## src/sv/grqt_pkg.sv

```systemverilog
// ----------------------------------------------------------------------------
// grqt_pkg
// Types and constants shared by the quarter-turn glyph rasteriser modules.
// ----------------------------------------------------------------------------
package grqt_pkg;

    // Item kinds as carried on the slave-side tuser.
    typedef enum logic {
        KIND_START = 1'b0,
        KIND_BYTE  = 1'b1
    } t_kind;

    // Rotation codes, in quarter turns.
    localparam logic [1:0] ROT_0   = 2'd0;
    localparam logic [1:0] ROT_90  = 2'd1;
    localparam logic [1:0] ROT_180 = 2'd2;
    localparam logic [1:0] ROT_270 = 2'd3;

    // Depth of the queue between the front and the back.
    localparam int QUEUE_DEPTH = 4;
    localparam int QUEUE_AW    = $clog2(QUEUE_DEPTH);

    // Index of the last bit of a bitmap byte.
    localparam logic [2:0] BIT_LAST = 3'd7;

    // Packed widths of the stream payloads.
    localparam int S_DATA_W = 96;
    localparam int M_DATA_W = 56;

    // One queued item, start metrics and bitmap byte side by side.
    typedef struct packed {
        t_kind              kind;
        logic signed [15:0] anchor_x;
        logic signed [15:0] anchor_y;
        logic [7:0]         glyph_width;
        logic [7:0]         glyph_height;
        logic signed [7:0]  offset_x;
        logic signed [7:0]  offset_y;
        logic [1:0]         rotation;
        logic [15:0]        ink_color;
        logic [7:0]         bitmap_byte;
    } t_item;

    // One pixel write.
    typedef struct packed {
        logic signed [16:0] x;
        logic signed [16:0] y;
        logic [15:0]        color;
    } t_pixel;

    // Handshake between the queue and the back.
    typedef struct packed {
        logic  valid;
        t_item item;
    } t_queue_out;

endpackage

```

## src/sv/grqt_front.sv

```systemverilog
// ----------------------------------------------------------------------------
// grqt_front
// Accepts input transfers, classifies them and holds them in a short queue.
// ----------------------------------------------------------------------------
module grqt_front (
    input  logic                          i_clk,
    input  logic                          i_rst_n,
    input  logic                          i_s_tvalid,
    output logic                          o_s_tready,
    input  logic [grqt_pkg::S_DATA_W-1:0] i_s_tdata,
    input  logic                          i_s_tuser,
    output grqt_pkg::t_queue_out          o_q,
    input  logic                          i_q_pop
);

    grqt_pkg::t_item                  r_mem [grqt_pkg::QUEUE_DEPTH];
    logic [grqt_pkg::QUEUE_AW-1:0]    r_wr_ptr;
    logic [grqt_pkg::QUEUE_AW-1:0]    r_rd_ptr;
    logic [grqt_pkg::QUEUE_AW:0]      r_count;
    logic [grqt_pkg::QUEUE_AW:0]      n_count;
    grqt_pkg::t_item                  w_item;
    logic                             w_push;
    logic                             w_pop;

    // Unpack the transfer; a start carries metrics, a byte item only its bits.
    always_comb begin
        w_item              = '0;
        w_item.kind         = grqt_pkg::t_kind'(i_s_tuser);
        if (w_item.kind == grqt_pkg::KIND_START) begin
            w_item.anchor_x     = i_s_tdata[15:0];
            w_item.anchor_y     = i_s_tdata[31:16];
            w_item.glyph_width  = i_s_tdata[39:32];
            w_item.glyph_height = i_s_tdata[47:40];
            w_item.offset_x     = i_s_tdata[55:48];
            w_item.offset_y     = i_s_tdata[63:56];
            w_item.rotation     = i_s_tdata[65:64];
            w_item.ink_color    = i_s_tdata[81:66];
        end else begin
            w_item.bitmap_byte  = i_s_tdata[89:82];
        end
    end

    assign o_s_tready = (r_count != (grqt_pkg::QUEUE_AW+1)'(grqt_pkg::QUEUE_DEPTH));
    assign w_push     = i_s_tvalid && o_s_tready;
    assign w_pop      = i_q_pop && (r_count != '0);

    // Queue storage.
    always_ff @(posedge i_clk) begin
        if (w_push) begin
            r_mem[r_wr_ptr] <= w_item;
        end
    end

    // Occupancy.
    always_comb begin
        n_count = r_count;
        if (w_push && !w_pop) begin
            n_count = r_count + 1'b1;
        end else if (!w_push && w_pop) begin
            n_count = r_count - 1'b1;
        end
    end

    // Pointers and count.
    always_ff @(posedge i_clk) begin
        if (!i_rst_n) begin
            r_wr_ptr <= '0;
            r_rd_ptr <= '0;
            r_count  <= '0;
        end else begin
            if (w_push) begin
                r_wr_ptr <= r_wr_ptr + 1'b1;
            end
            if (w_pop) begin
                r_rd_ptr <= r_rd_ptr + 1'b1;
            end
            r_count <= n_count;
        end
    end

    assign o_q.valid = (r_count != '0);
    assign o_q.item  = r_mem[r_rd_ptr];

endmodule

```

## src/sv/grqt_back.sv

```systemverilog
// ----------------------------------------------------------------------------
// grqt_back
// Applies glyph metrics; bitmap bits become pixels one a cycle unless stalled.
// ----------------------------------------------------------------------------
module grqt_back (
    input  logic                 i_clk,
    input  logic                 i_rst_n,
    input  grqt_pkg::t_queue_out i_q,
    output logic                 o_q_pop,
    output logic                 o_m_valid,
    input  logic                 i_m_ready,
    output grqt_pkg::t_pixel     o_m_pixel,
    output logic                 o_m_last
);

    // Glyph state.
    logic signed [15:0] r_origin_x;
    logic signed [15:0] r_origin_y;
    logic [7:0]         r_width;
    logic [7:0]         r_height;
    logic signed [7:0]  r_xoff;
    logic signed [7:0]  r_yoff;
    logic [1:0]         r_rot;
    logic [15:0]        r_color;
    logic [7:0]         r_col;
    logic [7:0]         r_row;

    // Bit walker.
    logic               r_busy;
    logic [2:0]         r_bit;
    logic [7:0]         r_byte;

    // Pending pixel, held until it is known whether it ends its byte.
    logic               r_p_valid;
    logic               r_p_done;
    grqt_pkg::t_pixel   r_p_pix;

    // Output register.
    logic               r_o_valid;
    logic               r_o_last;
    grqt_pkg::t_pixel   r_o_pix;

    logic               w_in_glyph;
    logic               w_emit;
    logic               w_end;
    logic               w_o_free;
    logic               w_adv;
    logic               w_p_move;
    logic               w_start;
    logic signed [9:0]  w_ic;
    logic signed [9:0]  w_jc;
    logic signed [9:0]  w_px;
    logic signed [9:0]  w_py;
    grqt_pkg::t_pixel   w_pix;
    logic [8:0]         w_col_next;

    // Walker control and stall.
    assign w_in_glyph = (r_width != 8'd0) && (r_row < r_height);
    assign w_emit     = r_busy && w_in_glyph && r_byte[7];
    assign w_end      = r_busy && (!w_in_glyph || (r_bit == grqt_pkg::BIT_LAST));
    assign w_o_free   = !r_o_valid || i_m_ready;
    assign w_adv      = r_busy && !(w_emit && r_p_valid && !w_o_free);
    assign w_p_move   = r_p_valid && w_o_free && (r_p_done || (w_adv && w_emit));
    assign o_q_pop    = i_q.valid && (!r_busy || (w_adv && w_end));
    assign w_start    = o_q_pop && (i_q.item.kind == grqt_pkg::KIND_START);
    assign w_col_next = {1'b0, r_col} + 9'd1;

    // Pixel position: offset point, quarter-turn rotation, then the anchor.
    always_comb begin
        w_ic = 10'(r_xoff) + $signed({2'b00, r_col});
        w_jc = 10'(r_yoff) + $signed({2'b00, r_row});
        case (r_rot)
            grqt_pkg::ROT_90: begin
                w_px = -w_jc;
                w_py = w_ic;
            end
            grqt_pkg::ROT_180: begin
                w_px = -w_ic;
                w_py = -w_jc;
            end
            grqt_pkg::ROT_270: begin
                w_px = w_jc;
                w_py = -w_ic;
            end
            default: begin
                w_px = w_ic;
                w_py = w_jc;
            end
        endcase
        w_pix.x     = 17'(r_origin_x) + 17'(w_px);
        w_pix.y     = 17'(r_origin_y) + 17'(w_py);
        w_pix.color = r_color;
    end

    // Glyph metrics and bit counters.
    always_ff @(posedge i_clk) begin
        if (!i_rst_n) begin
            r_origin_x <= '0;
            r_origin_y <= '0;
            r_width    <= '0;
            r_height   <= '0;
            r_xoff     <= '0;
            r_yoff     <= '0;
            r_rot      <= '0;
            r_color    <= '0;
            r_col      <= '0;
            r_row      <= '0;
        end else if (w_start) begin
            r_origin_x <= i_q.item.anchor_x;
            r_origin_y <= i_q.item.anchor_y;
            r_width    <= i_q.item.glyph_width;
            r_height   <= i_q.item.glyph_height;
            r_xoff     <= i_q.item.offset_x;
            r_yoff     <= i_q.item.offset_y;
            r_rot      <= i_q.item.rotation;
            r_color    <= i_q.item.ink_color;
            r_col      <= '0;
            r_row      <= '0;
        end else if (w_adv && w_in_glyph) begin
            if (w_col_next >= {1'b0, r_width}) begin
                r_col <= '0;
                r_row <= r_row + 8'd1;
            end else begin
                r_col <= w_col_next[7:0];
            end
        end
    end

    // Bit walker over the current byte, most significant bit first.
    always_ff @(posedge i_clk) begin
        if (!i_rst_n) begin
            r_busy <= 1'b0;
            r_bit  <= '0;
            r_byte <= '0;
        end else if (o_q_pop && (i_q.item.kind == grqt_pkg::KIND_BYTE)) begin
            r_busy <= 1'b1;
            r_bit  <= '0;
            r_byte <= i_q.item.bitmap_byte;
        end else if (w_adv && w_end) begin
            r_busy <= 1'b0;
        end else if (w_adv) begin
            r_bit  <= r_bit + 3'd1;
            r_byte <= {r_byte[6:0], 1'b0};
        end
    end

    // Pending pixel; it is the last of its byte once the byte has ended.
    always_ff @(posedge i_clk) begin
        if (!i_rst_n) begin
            r_p_valid <= 1'b0;
            r_p_done  <= 1'b0;
        end else if (w_adv && w_emit) begin
            r_p_valid <= 1'b1;
            r_p_done  <= w_end;
        end else if (w_p_move) begin
            r_p_valid <= 1'b0;
            r_p_done  <= 1'b0;
        end else if (w_adv && w_end && r_p_valid) begin
            r_p_done  <= 1'b1;
        end
    end

    always_ff @(posedge i_clk) begin
        if (w_adv && w_emit) begin
            r_p_pix <= w_pix;
        end
    end

    // Output register, refilled while its content is being taken.
    always_ff @(posedge i_clk) begin
        if (!i_rst_n) begin
            r_o_valid <= 1'b0;
        end else if (w_p_move) begin
            r_o_valid <= 1'b1;
        end else if (i_m_ready) begin
            r_o_valid <= 1'b0;
        end
    end

    always_ff @(posedge i_clk) begin
        if (w_p_move) begin
            r_o_pix  <= r_p_pix;
            r_o_last <= r_p_done;
        end
    end

    assign o_m_valid = r_o_valid;
    assign o_m_pixel = r_o_pix;
    assign o_m_last  = r_o_last;

endmodule

```

## src/sv/glyph_rasterizer_quarter_turn.sv

```systemverilog
// ----------------------------------------------------------------------------
// glyph_rasterizer_quarter_turn
// Expands packed one-bit glyph bitmaps into rotated pixel writes.
// ----------------------------------------------------------------------------
// A start transfer (tuser low) loads the anchor, size, offsets, rotation and
// colour of a glyph into the back end. Each bitmap byte transfer (tuser high)
// is walked while the glyph is being filled: the back end walks its bits one
// a cycle unless stalled, most significant first, and gives one pixel per set
// bit inside the glyph, so a byte yields at most eight pixels at one per cycle
// while the pixel path has room. A byte that arrives once the glyph is empty or
// complete ends at its first bit with no pixel, and a byte that completes the
// glyph part-way ends in the cycle after its last bit inside the glyph. The
// bit walker takes the next item from the queue in the cycle its byte ends, and
// it holds only when a set bit finds the pixel path full. A four-entry queue
// decouples the input from the walker, and tlast marks the final pixel of each
// byte. A pixel is held until the next set bit of its byte is walked or the
// byte ends; a byte passes through the queue storage and the bit walker, and
// its pixels through the pending pixel register and the output register.
module glyph_rasterizer_quarter_turn (
    input  logic                          i_clk,
    input  logic                          i_rst_n,
    input  logic                          s_tvalid,
    output logic                          s_tready,
    // anchor_x, anchor_y, glyph_width, glyph_height, offset_x, offset_y,
    // rotation, ink_color, bitmap_byte, zero fill
    input  logic [grqt_pkg::S_DATA_W-1:0] s_tdata,
    // opcode
    input  logic                          s_tuser,
    output logic                          m_tvalid,
    input  logic                          m_tready,
    // pixel_x, pixel_y, pixel_color, zero fill
    output logic [grqt_pkg::M_DATA_W-1:0] m_tdata,
    // last_of_byte
    output logic                          m_tlast
);

    grqt_pkg::t_queue_out w_q;
    logic                 w_q_pop;
    grqt_pkg::t_pixel     w_pix;

    // Front end with input queue.
    grqt_front u_front (
        .i_clk      (i_clk),
        .i_rst_n    (i_rst_n),
        .i_s_tvalid (s_tvalid),
        .o_s_tready (s_tready),
        .i_s_tdata  (s_tdata),
        .i_s_tuser  (s_tuser),
        .o_q        (w_q),
        .i_q_pop    (w_q_pop)
    );

    // Back end: metrics, bit walker and pixel output.
    grqt_back u_back (
        .i_clk     (i_clk),
        .i_rst_n   (i_rst_n),
        .i_q       (w_q),
        .o_q_pop   (w_q_pop),
        .o_m_valid (m_tvalid),
        .i_m_ready (m_tready),
        .o_m_pixel (w_pix),
        .o_m_last  (m_tlast)
    );

    // Pack the pixel, first field in the lowest bits.
    assign m_tdata = {6'd0, w_pix.color, w_pix.y, w_pix.x};

endmodule
```

## config.mk

```make
export PLATFORM = sky130hd
export DESIGN_NAME = glyph_rasterizer_quarter_turn
export DESIGN_NICKNAME = d
export VERILOG_FILES = /design/src/sv/grqt_pkg.sv /design/src/sv/grqt_front.sv /design/src/sv/grqt_back.sv /design/src/sv/glyph_rasterizer_quarter_turn.sv
export SDC_FILE = /design/constraint.sdc
export NUM_CORES = 1
export LEC_CHECK = 0
export ABC_CLOCK_PERIOD_IN_PS = 5000
export BUFFER_PORTS_ARGS = -buffer_cell sky130_fd_sc_hd__buf_2
export CAP_MARGIN = 10
export CORE_ASPECT_RATIO = 1.25
export CORE_UTILIZATION = 24
export DETAILED_ROUTE_END_ITERATION = 12
export GPL_ROUTABILITY_DRIVEN = 0
export SLEW_MARGIN = 30
export SYNTH_ARGS = -nofsm -noshare
export SYNTH_HDL_FRONTEND = slang
export SYNTH_SLANG_ARGS = --single-unit
```

## constraint.sdc

```tcl
create_clock -name i_clk -period 5 [get_ports i_clk]
set_clock_uncertainty 0.05 [all_clocks]
set_input_delay 0.25 -clock i_clk [delete_from_list [all_inputs] [get_ports i_clk]]
set_output_delay 0.25 -clock i_clk [all_outputs]
set_load 0.01 [all_outputs]
```

==> metrics.txt, run 1 <==
Area contributors post-synth edfxtp_1, dfxtp_1, mux4_2, ha_1, nand2_1; Crit Path Max Fanout 5; largest area contributor in the netlist edfxtp_1; mux cell area share after synthesis 0.0968; IO Port Bufs around 150; DRC Markers 0; area share of fa/ha/maj cells after synthesis 0.0419; largest family of logic cells by synthesized area simple AND/OR/NAND/NOR gates; VDD IR max between 0.3 and 0.4 mV; Rel. slew slack 0.440; Critical Path Source Type flip-flop; P&R area growth vs syn 21.4%; # setup viols final 0; Final Critical Period between 4 and 5 ns; synth unique cells between 70 and 80; I/O Pins 160; Pleak ~10 nW; Crit Reg-Reg Endpoint u_back.r_p_pix[48]$_DFFE_PP_; hpwl dp just under 40,000 µm; Layout fillers around 10k; most frequent cell after synthesis edfxtp_1; outcome finished clean; Initial Util 0.242; Post-synth EDFFs 465; synthesized area roughly 25,000 µm²; Hold Crit Depth 2; maximum clock path buffer count 3; area of the die about 110,000 µm²; Worst R2R Setup Slack between 0.2 and 0.25 ns; Slew @ Worst Pin 0.840 ns; Die Ht roughly 360 µm; largest net degree at the start of global routing 70; max-slew violation count 0; GR Util All Layers 0.111; CTS tree done; CP arrival 5.08 ns; Sink Count 587; drt first pass iters 5; H-tree lvl count 2; Synth Register Bits 587; initial antenna violation count 3; Final Cycle Share 0.952; Worst Hold Endpoint u_front.r_mem[2][38]$_DFFE_PP_; register area share after synthesis 0.653; Syn Inst Count between 1.5k and 2k; RR Startpoint u_back.r_row[0]$_SDFFE_PP0P_; Post-Synth Simple-Gate Area 0.0985; Ys Warns 0; Vias approximately 15k; CTS Root Cell clkbuf_16; DRT iter0 DRCs about 800; Clock Pin Slew Worst Setup and Hold Paths ~0.070 ns; Post-Syn Area per Cell 14.2 µm²; core area approximately 100,000 µm²; WHS 0.0333 ns; row cnt between 100 and 150; share of the synthesized area in the top cell type 0.556; max cap viols 0; critical path required time between 5 and 6 ns; P per Cell Area between 500 and 600 nW/µm²; grt ovf 0; drt total wl between 50,000 and 60,000 µm; Die W approximately 290 µm; post-route setup TNS 0 ns; Post-DP Area roughly 28,000 µm²; wire length per cell between 15 and 20 µm; vias in the first global route between 15k and 20k; ratio of cells with drive above 1 in the final layout 0.214; async set-reset flop share out of synthesis 0; critical path class flip-flop to flip-flop; post-route ant nets 0; first-pass GRT wire length approximately 90,000 µm; Worst Hold Launch s_tdata[52]; worst skew pair latency approximately 0.66 ns; fmax between 200 and 250 MHz; Worst R2R Path Depth 19; Layout Nets ~2.2k; Setup crit end kind flip-flop; synth cell count leaders edfxtp_1, nand2_1, a21oi_1; Synth Area in XOR/XNOR 0.0171; Design Area, Final 30,500 µm²; vias per cell approximately 4.4; main flop type after synthesis edfxtp_1; Synth Area in Compound Gates 0.0712; worst min-delay path category input port to flip-flop; CTS buffer count 56; Fin. Hold Viols 0; Tot Pwr 0.0159 W; # diodes 0
## through the flow
step	worst slack, ns	cells	util
floorplan	0.560	1779	-
global placement	-0.0536	3222	0.266
detailed placement	-0.0312	3222	0.266
CTS	0.0872	3402	0.292
global route	-0.0161	3405	0.294
finish	0.239	3405	0.294
## per-layer routing
layer,GRT usage,vias up,routed length (µm),part of all wire
li1,-,7124,-,-
met1,0.136,7379,25500,0.43
met2,0.203,243,30600,0.51
met3,0.0137,75,1770,0.030
met4,0.0363,2,1580,0.027
met5,0,-,13,0.00022
## cells by family after synthesis
kind of cell	after synthesis
simple gates	519
other cells	1
buf+inv	129
mux	115
flops	587
fa+ha+maj	81
compound gates	293
xor+xnor	49
## how the worst max path moves through the flow
stage                                        startpoint                           end  slack [ns]  cells past startpoint
after CTS                 u_back.r_yoff[0]$_SDFFE_PN0P_  u_back.r_p_pix[48]$_DFFE_PP_        0.09                     19
final                      u_back.r_row[0]$_SDFFE_PP0P_  u_back.r_p_pix[48]$_DFFE_PP_        0.24                     19
after global routing       u_back.r_row[0]$_SDFFE_PP0P_  u_back.r_p_pix[48]$_DFFE_PP_       -0.02                     19
after detailed placement  u_back.r_yoff[0]$_SDFFE_PN0P_  u_back.r_p_pix[48]$_DFFE_PP_       -0.03                     19
after global placement     u_back.r_row[0]$_SDFFE_PP0P_  u_back.r_p_pix[48]$_DFFE_PP_       -0.05                     19
after floorplan            u_back.r_row[0]$_SDFFE_PP0P_  u_back.r_p_pix[47]$_DFFE_PP_        0.56                     19
## placed cells by master (no fill, tap or decap), types with 6 or more instances in the layout
cell type,instances
a211oi_1,11
a21o_1,9
a21oi_1,146
a31oi_1,10
and2_1,11
and3_1,9
buf_2,146
buf_4,43
bufinv_16,11
clkbuf_1,8
clkbuf_16,56
clkinv_2,10
clkinvlp_4,6
conb_1,6
dfxtp_1,120
dlygate4sd3_1,74
edfxtp_1,465
ha_1,74
inv_1,44
mux2i_1,13
mux4_2,101
nand2_1,216
nand2b_1,12
nand3_1,26
nor2_1,87
nor2b_1,87
nor3_1,21
nor4_1,8
o211ai_1,6
o21a_1,10
o21ai_0,44
or3_1,6
xnor2_1,25
xor2_1,20
## power by group
group | switching [W] | internal, W | total [W]
sequential | 0.000361 | 0.00601 | 0.00638
clock | 0.00193 | 0.00269 | 0.00463
combinational | 0.00283 | 0.00203 | 0.00486
total | 0.00513 | 0.0107 | 0.0159
## worst max-delay path, stage by stage, from the launching register on
cell	delay, ns
dfxtp_1	0.33
ha_1	0.21
inv_1	0.08
fa_1	0.57
inv_1	0.08
nor3_2	0.23
o21ai_2	0.12
nor3b_1	0.21
buf_4	0.15
a21oi_1	0.06
mux4_2	0.47
a211oi_2	0.24
buf_4	0.15
ha_1	0.26
o2bb2a_1	0.26
o31ai_1	0.11
o41ai_2	0.39
o21ai_1	0.18
o41ai_2	0.26
xnor2_1	0.11
## cell type report
type	count	area [µm²]	area share
Clock buffer	66	1460	0.0478
Clock inverter	40	581	0.0190
Inverter	45	170	0.00558
Multi-Input combinational cell	1063	8390	0.275
Sequential cell	587	16400	0.538
Tap cell	1340	1680	0.0550
Timing Repair Buffer	264	1810	0.0592
## registers in the layout, indices dropped and copies added (netlist names), 8 cells and up, named ones only
signal             flops
u_back.r_width         8
u_back.r_xoff          8
u_back.r_byte          8
u_back.r_yoff          8
u_back.r_origin_y     16
u_back.r_origin_x     16
u_back.r_p_pix        50
u_back.r_height        8
u_back.r_col           8
u_back.o_m_pixel      50
u_back.r_row           8
u_front.r_mem        364
u_back.r_color        16
## timing repair
action / in CTS / in global routing
endpoints found under the setup margin: 1 / 8
setup buffers: 0 / 3
pin swaps: 0 / 4
gates resized for setup: 1 / 23
hold buffers: 74 / 0
endpoints found under the hold margin: 293 / 0
No activity file was read; power rests on OpenSTA's default activity.
==> run 2: changes to the inputs <==
--- a/config.mk
+++ b/config.mk
@@ -5,6 +5,7 @@
 export SDC_FILE = /design/constraint.sdc
 export NUM_CORES = 1
 export LEC_CHECK = 0
+export ABC_AREA = 1
 export ABC_CLOCK_PERIOD_IN_PS = 5000
 export BUFFER_PORTS_ARGS = -buffer_cell sky130_fd_sc_hd__buf_2
 export CAP_MARGIN = 10
==> metrics.txt, run 2 <==
outcome finished clean; synth cell count leaders nand2_1, edfxtp_1, inv_1; async set-reset flop share out of synthesis 0; post-route ant nets 0; Clock Pin Slew Worst Setup and Hold Paths 0.06 ns; most frequent cells in the layout nand2_1, edfxtp_1, inv_1, a21oi_1, nor2_1; GR Util All Layers 0.116; worst min-delay path category input port to flip-flop; Post-Syn Area per Cell between 10 and 15 µm²; share of the synthesized area in the top cell type 0.531; row cnt about 140; most common cell after layout, fill and taps aside nand2_1; I/O Pins 160; Largest delay share family, worst path simple AND/OR/NAND/NOR gates; Net Sw Power 0.00646 W; initial antenna violation count 2; drt first pass iters 7; Post-synth EDFFs roughly 470; Ys Warns 0; Critical Path Source Type flip-flop; cts repair resizes 0; most frequent cell after synthesis nand2_1; Fin. Hold Viols 0; area of the multi-input gates ~8400 µm²; crit-path cells ha_1 > inv_1 > fa_1 > nand2_1 > nor2_1 > nand3_1 > nor2_1 > nand3_1 > nor2_1 > nand3_1 > nand2_1 > nand2_1 > a21oi_1 > buf_4 > ha_1 > a21oi_1 > o21ai_0 > a21oi_1 > o21ai_0 > a21oi_1 > nor2_1 > nor2_1 > xnor2_1; IO Port Bufs 147; Setup crit end kind flip-flop; Sw Ratio 0.370; CTS tree done; synthesized area ~26,000 µm²; CP arrival 4.64 ns; worst skew pair latency about 0.62 ns; DRT iter0 DRCs ~1.2k; Biggest register u_front.r_mem; wire length per cell between 15 and 20 µm; Final Critical Period 4.34 ns; Die Ht 372 µm; largest area contributor in the netlist edfxtp_1; Area contributors post-synth edfxtp_1, dfxtp_1, nand2_1, a21oi_1, ha_1; combined buffer and inverter count along the critical path 2; DRC Markers 0; first-pass GRT wire length 100,000 µm; post-layout utilization of the core 0.290; # diodes 0; gr busiest metal met2; Synth Register Bits 587; Rel. slew slack 0.379; vias in the first global route about 18k; VDD IR max about 0.4 mV; area of the die between 100,000 and 150,000 µm²; met3 usage 0.0185; H-tree lvl count 3; max-slew violation count 0; fmax between 200 and 250 MHz; hpwl dp between 40,000 and 50,000 µm; Syn Inst Count around 2.5k; GR Layer Usage met2 0.204; register area roughly 16,000 µm²; register area share after synthesis 0.624; crit-path max cell delay approximately 0.61 ns; Layout Nets 2,871; critical path class flip-flop to flip-flop; Clock Power Share 0.277; Layout fillers 11.2k; P per Cell Area 556 nW/µm²; GR Util met1 0.144; vias per cell ~4.3; Tot Pwr between 0.015 and 0.02 W; main flop type after synthesis edfxtp_1; max cap viols 0; Sink Count slightly below 600; critical path's most frequent cell nor2_1; grt ovf 0; Final Cycle Share 0.868; Die W between 200 and 300 µm; CTS buffer count 67; synth unique cells 46; Crit-path slowest cell fa_1; core area between 100,000 and 150,000 µm²; largest net degree at the start of global routing about 180; critical path required time between 5 and 6 ns; power share of the combinational group 0.349; maximum clock path buffer count 3; Initial Util 0.243; Slew @ Worst Pin 0.931 ns; P&R area growth vs syn 19.4%; drt total wl 65,500 µm; Pint about 0.011 W; sequential share of power 0.373; Crit Path Max Fanout 7; RSZ-0062 raised after global routing no; ratio of cells with drive above 1 in the final layout 0.128; Pleak between 10 and 15 nW; Vias around 18k; # setup viols final 0; max reg flops approximately 360; CTS Root Cell clkbuf_16
[run 2: changes by cell type after synthesis, sizes merged, moves of 94 or more]
cell	delta
o21ai	+95
mux4	-102
nand2	+308
inv	+210
nand3	+134
a21oi	+94
nor2	+101
[run 2: area by class of cell]
| cell class | count | share of cell area |
|---|---|---|
| well taps | 1438 | 0.0573 |
| repair buffers | 232 | 0.0512 |
| flip-flops and latches | 587 | 0.523 |
| clock buffers | 96 | 0.0611 |
| clock inverters | 28 | 0.00841 |
| multi-input cells | 1545 | 0.269 |
| inverters | 256 | 0.0309 |
[run 2: worst min-delay path: stages]
cell,delay (ns)
buf_2,0.10
inv_1,0.07
nor2_1,0.07
[run 2: repair_timing]
action | CTS | global route
endpoints found under the setup margin | 0 | 0
hold buffers | 56 | 0
hold endpoints to repair | 224 | 0
buffers inserted | 0 | 0
[run 2: cell families after synthesis]
family                     Yosys count  share of synthesized area
AOI/OAI and AO/OA                  504                      0.111
xor gates and xnor gates            51                     0.0170
adders and majority gates           81                     0.0399
buffers and inverters              380                     0.0581
DFF                                587                      0.624
other                                1                   0.000143
and+or+nand+nor                    903                      0.151
[run 2: layer usage]
metal	part of all wire	wire (µm)	vias to the layer above
met1	0.44	29000	8652
met5	0.00026	17	-
li1	-	-	8983
met4	0.023	1480	2
met2	0.50	32400	365
met3	0.039	2550	103
[run 2: power groups by stage]
stage / Combinational, W / Clock, W / Sequential, W
after floorplan: 0.00459 / 0 / 0.00651
after global placement: 0.00602 / 0 / 0.00661
after detailed placement: 0.00610 / 0 / 0.00663
after CTS: 0.00617 / 0.00498 / 0.00653
after global routing: 0.00688 / 0.00516 / 0.00659
final: 0.00610 / 0.00484 / 0.00652
[run 2: through the flow]
| step | TNS, ns | setup WS [ns] | hold slack (ns) | std cells | cell area [µm²] |
|---|---|---|---|---|---|
| detailed placement | 0 | 0.679 | 0.355 | 4002 | 28700 |
| floorplan | -54.47 | -0.150 | 0.299 | 2512 | 26300 |
| global placement | 0 | 0.675 | 0.354 | 4000 | 28600 |
| finish | 0 | 0.661 | 0.00627 | 4182 | 31400 |
| global route | 0 | 0.181 | 0.00609 | 4182 | 31400 |
| CTS | 0 | 0.671 | 0.000727 | 4182 | 31400 |
[run 2: path summary, 6_finish.rpt]
kind / startpoint / endpoint / slack, ns / cells after the start
setup / recovery: u_back.r_row[0]$_SDFFE_PP0P_ / u_back.r_p_pix[48]$_DFFE_PP_ / 0.66 / 23
hold / removal: s_tdata[43] / u_front.r_mem[1][45]$_DFFE_PP_ / 0.006 / 3
setup reg to reg: u_back.r_row[0]$_SDFFE_PP0P_ / u_back.r_p_pix[48]$_DFFE_PP_ / 0.66 / 23
hold reg to reg: u_back.r_p_pix[3]$_DFFE_PP_ / u_back.o_m_pixel[3]$_DFFE_PP_ / 0.35 / 0
